`src/sv/rational_arith_gcd_reduce_assert.svh`:
```
// Assertion helpers for the rational reduction block
`ifndef RATIONAL_ARITH_GCD_REDUCE_ASSERT_SVH
`define RATIONAL_ARITH_GCD_REDUCE_ASSERT_SVH

// Check a consequence in the same cycle
`define RAG_ASSERT_NOW(lbl, ante, cons) \
   lbl: assert property (@(posedge clock) disable iff (reset) (ante) |-> (cons)) \
      else $error("rag: same-cycle check failed");

// Check a consequence in the next cycle
`define RAG_ASSERT_NEXT(lbl, ante, cons) \
   lbl: assert property (@(posedge clock) disable iff (reset) (ante) |=> (cons)) \
      else $error("rag: next-cycle check failed");

`endif

```
`src/sv/rag_div.sv`:
```
`default_nettype none
// Restoring divider, one quotient bit per cycle
module rag_div #(
   parameter int M = 64
) (
   input  wire logic         clock,
   input  wire logic         reset,
   input  wire logic         start,
   input  wire logic [M-1:0] dividend,
   input  wire logic [M-1:0] divisor,
   output logic              busy,
   output logic              done,
   output logic [M-1:0]      quotient
);
   localparam int CW = $clog2(M + 1);

   logic [CW-1:0] cnt_ff, cnt_in;
   logic          busy_ff, busy_in;
   logic          done_ff, done_in;
   logic [M:0]    rem_ff, rem_in;
   logic [M-1:0]  quo_ff, quo_in;
   logic [M-1:0]  dsr_ff, dsr_in;
   logic [M:0]    trial;
   logic          fit;

   assign trial = {rem_ff[M-1:0], quo_ff[M-1]};
   assign fit   = trial >= {1'b0, dsr_ff};

   // Load on start, then shift and subtract
   always_comb begin
      cnt_in  = cnt_ff;
      busy_in = busy_ff;
      done_in = 1'b0;
      rem_in  = rem_ff;
      quo_in  = quo_ff;
      dsr_in  = dsr_ff;
      if (start) begin
         cnt_in  = CW'(M);
         busy_in = 1'b1;
         rem_in  = '0;
         quo_in  = dividend;
         dsr_in  = divisor;
      end else if (busy_ff) begin
         rem_in = fit ? (trial - {1'b0, dsr_ff}) : trial;
         quo_in = {quo_ff[M-2:0], fit};
         cnt_in = cnt_ff - 1'b1;
         if (cnt_ff == CW'(1)) begin
            busy_in = 1'b0;
            done_in = 1'b1;
         end
      end
   end

   always_ff @(posedge clock) begin
      if (reset) begin
         cnt_ff  <= '0;
         busy_ff <= 1'b0;
         done_ff <= 1'b0;
      end else begin
         cnt_ff  <= cnt_in;
         busy_ff <= busy_in;
         done_ff <= done_in;
      end
      rem_ff <= rem_in;
      quo_ff <= quo_in;
      dsr_ff <= dsr_in;
   end

   assign busy     = busy_ff;
   assign done     = done_ff;
   assign quotient = quo_ff;
endmodule
`default_nettype wire

```
`config.mk`:
```
export PLATFORM = sky130hd
export DESIGN_NAME = rag_div
export DESIGN_NICKNAME = d
export VERILOG_FILES = /design/src/sv/rational_arith_gcd_reduce_assert.svh /design/src/sv/rag_div.sv
export SDC_FILE = /design/constraint.sdc
export NUM_CORES = 1
export LEC_CHECK = 0
export BUFFER_PORTS_ARGS = -buffer_cell sky130_fd_sc_hd__buf_2
export CAP_MARGIN = 20
export CORE_ASPECT_RATIO = 0.8
export CORE_MARGIN = 2
export CORE_UTILIZATION = 62
export CTS_BUF_LIST = sky130_fd_sc_hd__clkbuf_8 sky130_fd_sc_hd__clkbuf_16
export DETAILED_ROUTE_END_ITERATION = 7
export PLACE_DENSITY = 0.88
export SLEW_MARGIN = 15
export SYNTH_ARGS = -nofsm -noshare
export SYNTH_HDL_FRONTEND = slang
export SYNTH_SLANG_ARGS = --single-unit
```
`constraint.sdc`:
```
create_clock -name clock -period 8.77 [get_ports clock]
set_input_delay 1.3155 -clock clock [delete_from_list [all_inputs] [get_ports clock]]
set_output_delay 1.3155 -clock clock [all_outputs]
set_load 0.005 [all_outputs]
```
==> results.cfg, run 1 <==
[status]
outcome = complete, no violations

[synth]
synth_cell_type_count = 71
synthCells = 1255
yosys-top-cells-area = edfxtp_1, dfxtp_1, ha_1, mux2_2, nand2_1
syn_area_um2 = 12000
synth-edff-count = 128
yosys.area.top_type = edfxtp_1
async_reset_ff_frac = 0
avgSynthCellArea_um2 = 9.54
yosys_most_used_dff = edfxtp_1
yosysSeqAreaShare = 0.443
synth_top_cell_area_share = 0.321
yosysWarnings = 0
synth_nets = 1453
synth-seq-cells = 201

[clock_network]
cts.sinks = 201
cts_tree = built
cts_made_buffers = 21
clk_pin_slew_ns = 0.07
postCtsHoldBufs = 0
clkLatencyLatePin_ns = 0.51
clockRootBuffer = clkbuf_16
htreeDepth = 1
cts_setup_buffers = 0
clock_path_buffers = 3
ctsResizeCount = 0

[route]
postRouteAntennaNets = 0
vias = 10307
drtIter0Drc = 1202
wl_per_cell_um = 18.5
drc = 0
drtPass1Iterations = 7
wl_um = 31000
vias_per_cell = 6.14

[setup_path]
crit_path_frequent_cell = a211oi_1
cp_max_fo = 46
cp.arrival_ns = 4.06
path_cells = inv_1, ha_1, nor2b_1, o2111a_1, o211ai_1, nand3_2, a21o_4, a31oi_4, o31a_2, buf_4, nor2_1, a211oi_1, a211oi_1
cp_slowest_cell = buf_4
critical_path_buf_inv_count = 2
start_kind = register
crit_required_ns = 9.13
cp_top_family = compound AO/OA/AOI/OAI gates
slowest_delay_ns = 0.53
crit_type = reg2reg
crit_path_end_kind = register

[grt]
grt_pass1_vias = 9648
track_usage = 0.297
overflow = 0
antenna_found_initial = 0
grt_pass1_wl_um = 49400
grt_max_degree = 68

[pwr]
finalPower_mw = 2.77
leakage_nw = 5.87
p_switching_mw = 0.871
peakVddDrop_mv = 0.175
switching_share = 0.315
p_comb_frac = 0.262
intPower_mw = 1.90
clkPwrFrac = 0.317
power_density_nw_per_um2 = 202
seqPwrFrac = 0.420

[sta]
hold_ws_ns = 0.502
fmax_ghz = 0.270
finalSetupTns_ns = 0
fin_crit_ns = 3.70
rsz0062_at_grt = no
slew_headroom = 0.452
final_max_slew_viol_count = 0
hold_viol = 0
setup_viol_count_final = 0
period_share = 0.422
worst_pin_slew_ns = 0.822
fin_skew_ns = 0.0136

[floorplan]
die_h_um = 128
dieArea_um2 = 20400
io-pin-count = 197
coreArea_um2 = 19000
rows = 45
start_util = 0.631
die_w_um = 159

[cells_and_area]
num_antenna_cells = 0
layout_common_cells = buf_2, nand2_1, edfxtp_1
final_common_cell = buf_2
drive_above_1_share = 0.225
num-nets-final = 1605
n_fill_cell = 1324
area_growth_pct = 14.6

[place]
place.gp.congestion = 0.973
io_buffers = 196
dp_hpwl_um = 22300

[worst_hold_path]
min_path_type = reg2reg

[job]
maxCapViolations = 0
## per-stage QoR
stage | setup WS [ns] | instance area, um^2 | util | instances
5_1_grt | 4.83 | 13700 | 0.723 | 1680
6_report | 5.07 | 13700 | 0.723 | 1680
3_3_place_gp | 5.03 | 13000 | 0.687 | 1641
4_1_cts | 4.84 | 13700 | 0.722 | 1679
3_5_place_dp | 4.85 | 13000 | 0.687 | 1641
2_1_floorplan | 5.09 | 12000 | - | 1255
## final cells by class
| cell class | instances | area (um^2) | share of cell area |
|---|---|---|---|
| Clock buffer | 22 | 539 | 0.0393 |
| Sequential cell | 201 | 5310 | 0.387 |
| Inverter | 90 | 338 | 0.0246 |
| Clock inverter | 16 | 129 | 0.00940 |
| Tap cell | 258 | 323 | 0.0235 |
| Multi-Input combinational cell | 888 | 6010 | 0.439 |
| Timing Repair Buffer | 205 | 1060 | 0.0775 |
## cells by family after synthesis
kind of cell / synth area share
simple gates: 0.141
fa+ha+maj: 0.0707
xor+xnor: 0.0417
flops: 0.443
buf+inv: 0.0546
mux: 0.0653
compound gates: 0.183
## metal layers
metal	part of all wire	vias to the layer above	GRT usage
li1	-	4864	-
met1	0.43	4806	0.419
met2	0.44	554	0.467
met3	0.098	83	0.0582
met4	0.029	0	0.0925
met5	0	-	0
## power by group through the flow
| stage | clock, mW | sequential, mW | combinational [mW] |
|---|---|---|---|
| after floorplan | 0 | 1.17 | 0.506 |
| after global placement | 0 | 1.17 | 0.682 |
| after detailed placement | 0 | 1.18 | 0.698 |
| after CTS | 0.888 | 1.16 | 0.709 |
| after global routing | 0.927 | 1.17 | 0.792 |
| final | 0.877 | 1.16 | 0.726 |
## Yosys cell counts (7+ instances only)
cell type,n
nor3_1,19
o21bai_1,16
a211oi_1,16
edfxtp_1,128
mux2_2,65
nor2b_1,9
a21o_1,32
inv_1,89
a31oi_1,8
clkbuf_1,51
nor2_1,103
ha_1,66
o21a_1,10
a221oi_1,7
a21oi_1,97
xor2_1,23
a311oi_1,40
nand4_1,30
or3_1,11
nand3_1,20
buf_2,22
nand2_1,135
dfxtp_1,73
o21ai_0,51
xnor2_1,34
## registers in the layout (all words and copies together), names as in the netlist
signal	cells
rem_ff	64
cnt_ff	7
done	1
quotient	64
busy	1
dsr_ff	64
## worst paths after layout
kind	cells past startpoint	endpoint	startpoint	slack, ns
setup / recovery	13	rem_ff[0]$_SDFFE_PP0P_	dsr_ff[1]$_DFFE_PP_	5.07
hold / removal	2	rem_ff[11]$_SDFFE_PP0P_	rem_ff[10]$_SDFFE_PP0P_	0.50
setup reg to reg	13	rem_ff[0]$_SDFFE_PP0P_	dsr_ff[1]$_DFFE_PP_	5.07
hold reg to reg	2	rem_ff[11]$_SDFFE_PP0P_	rem_ff[10]$_SDFFE_PP0P_	0.50
## tightest hold or removal path, stage by stage, from the launching register on
cell	delay, ns
dfxtp_1	0.33
nand2_1	0.06
a311oi_1	0.07
(Power assumes the default switching activity.)
==> run 2, diff against run 1 <==
--- a/config.mk
+++ b/config.mk
@@ -9,10 +9,10 @@
 export CAP_MARGIN = 20
 export CORE_ASPECT_RATIO = 0.8
 export CORE_MARGIN = 2
-export CORE_UTILIZATION = 62
+export CORE_UTILIZATION = 52
 export CTS_BUF_LIST = sky130_fd_sc_hd__clkbuf_8 sky130_fd_sc_hd__clkbuf_16
 export DETAILED_ROUTE_END_ITERATION = 7
-export PLACE_DENSITY = 0.88
+export PLACE_DENSITY = 0.78
 export SLEW_MARGIN = 15
 export SYNTH_ARGS = -nofsm -noshare
 export SYNTH_HDL_FRONTEND = slang
==> constraint.sdc (replaced) <==
create_clock -name clock -period 3.2 [get_ports clock]
set_input_delay 0.48 -clock clock [delete_from_list [all_inputs] [get_ports clock]]
set_output_delay 0.48 -clock clock [all_outputs]
set_load 0.005 [all_outputs]
==> results.cfg, run 2 (synthesized netlist as in run 1, its figures left out) <==
[sta]
hold_ws_ns = 0.134
fin_skew_ns = 0.0205
fin_crit_ns = 3.13
rsz0062_at_grt = yes
worst_pin_slew_ns = 0.846
layout_setup_ws_ns = 0.0658
final_max_slew_viol_count = 0
setup_viol_count_final = 0
fmax_ghz = 0.319
slew_headroom = 0.436
period_share = 0.979
hold_viol = 0

[place]
dp_hpwl_um = 23100
place.gp.congestion = 0.943
io_buffers = 196
pre_cts_slack_ns = -0.109
postPlaceCellArea_um2 = 13500

[setup_path]
cp.arrival_ns = 3.52
r2r_end = rem_ff[40]$_SDFFE_PP0P_
cp_slowest_cell = or3b_1
start_kind = register
path_cells = inv_1, ha_4, nand2_1, o21ai_1, or3b_1, nand3_2, a21o_4, a31oi_4, buf_4, o31a_4, buf_12, and2_1, a311oi_1, nor3_1
crit_required_ns = 3.59
rr_worst_depth = 14
crit_path_end_kind = register
worstSetupStartpoint = dsr_ff[12]$_DFFE_PP_
r2r-start = dsr_ff[12]$_DFFE_PP_
r2r_slack_ns = 0.07
slowest_delay_ns = 0.38
crit_type = reg2reg
cp_max_fo = 22

[clock_network]
cts_made_buffers = 22
clock_path_buffers = 3
postCtsHoldBufs = 0
clk_pin_slew_ns = 0.07
clockRootBuffer = clkbuf_16
cts_tree = built
htreeDepth = 1
clkLatencyLatePin_ns = 0.52
cts.sinks = 201

[cells_and_area]
layout_common_cells = buf_2, nand2_1, edfxtp_1
drive_above_1_share = 0.281
area_growth_pct = 21.5
num_antenna_cells = 0
num-nets-final = 1656
multiInputGateArea_um2 = 6320
fin_area_um2 = 14500
final-seq-area_um2 = 5310
n_fill_cell = 1861
final_common_cell = buf_2

[grt]
grt_pass1_vias = 9952
overflow = 0
grt_max_degree = 80
track_usage = 0.250
grt_pass1_wl_um = 50000
antenna_found_initial = 0

[route]
vias_per_cell = 5.87
vias = 10442
drtPass1Iterations = 5
wl_um = 31800
drc = 0
wl_per_cell_um = 17.9
postRouteAntennaNets = 0
drtIter0Drc = 1110

[floorplan]
die_w_um = 174
die_h_um = 140
rows = 49
io-pin-count = 197
dieArea_um2 = 24300
start_util = 0.531
coreArea_um2 = 22600

[pwr]
finalPower_mw = 7.89
peakVddDrop_mv = 0.514
power_density_nw_per_um2 = 542
leakage_nw = 6.19

[status]
outcome = complete, no violations

[worst_hold_path]
min_path_type = in2reg
holdPathStages = 1
holdPathEnd = dsr_ff[20]$_DFFE_PP_
min_from = divisor[20]

[job]
maxCapViolations = 0
run 2: routing by layer:
| metal | GRT usage | wire, um | up-vias |
|---|---|---|---|
| li1 | - | - | 4977 |
| met1 | 0.362 | 14200 | 4927 |
| met2 | 0.380 | 13900 | 473 |
| met3 | 0.0617 | 2990 | 65 |
| met4 | 0.0575 | 639 | 0 |
| met5 | 0 | 0 | - |
run 2: how the worst max path moves through the flow:
stage                                    endpoint  slack (ns)  cells after the start
after floorplan             quotient[0]$_DFFE_PP_        0.35                      4
after global placement    rem_ff[62]$_SDFFE_PP0P_        0.05                     13
after detailed placement  rem_ff[42]$_SDFFE_PP0P_       -0.11                     12
after CTS                 rem_ff[42]$_SDFFE_PP0P_        0.02                     14
after global routing      rem_ff[55]$_SDFFE_PP0P_       -0.05                     14
final                     rem_ff[40]$_SDFFE_PP0P_        0.07                     14
run 2: per-stage QoR:
stage	utilization	TNS, ns	instances
after floorplan	-	0	1255
after global placement	0.597	0	1735
after global routing	0.644	-0.293	1780
after CTS	0.630	0	1778
after detailed placement	0.597	-0.634	1735
final	0.644	0	1780
run 2: final cells by class:
| class | instances | share of cell area |
|---|---|---|
| Timing Repair Buffer | 255 | 0.102 |
| Inverter | 90 | 0.0232 |
| Tap cell | 306 | 0.0263 |
| Clock buffer | 26 | 0.0416 |
| Sequential cell | 201 | 0.365 |
| Multi-Input combinational cell | 888 | 0.435 |
| Clock inverter | 14 | 0.00680 |
run 2: what timing repair did:
action	4_1_cts	5_1_grt
pin swaps	1	7
endpoints found under the setup margin	46	55
setup buffers	3	2
gates resized for setup	4	63
run 2: critical path: cells and delay by family, from the launching register on:
kind                     cells  cell delay [ns]
AO/OA/AOI/OAI                5             1.10
adder cells (fa/ha/maj)      1             0.30
buffers and inverters        3             0.40
flip-flops                   1             0.34
AND/OR/NAND/NOR              5             0.83
run 2: where the power goes:
part	total, mW	switching [mW]	internal, mW
combinational	2.22	1.27	0.951
clock	2.48	1.05	1.43
sequential	3.19	0.159	3.03
total	7.89	2.48	5.41
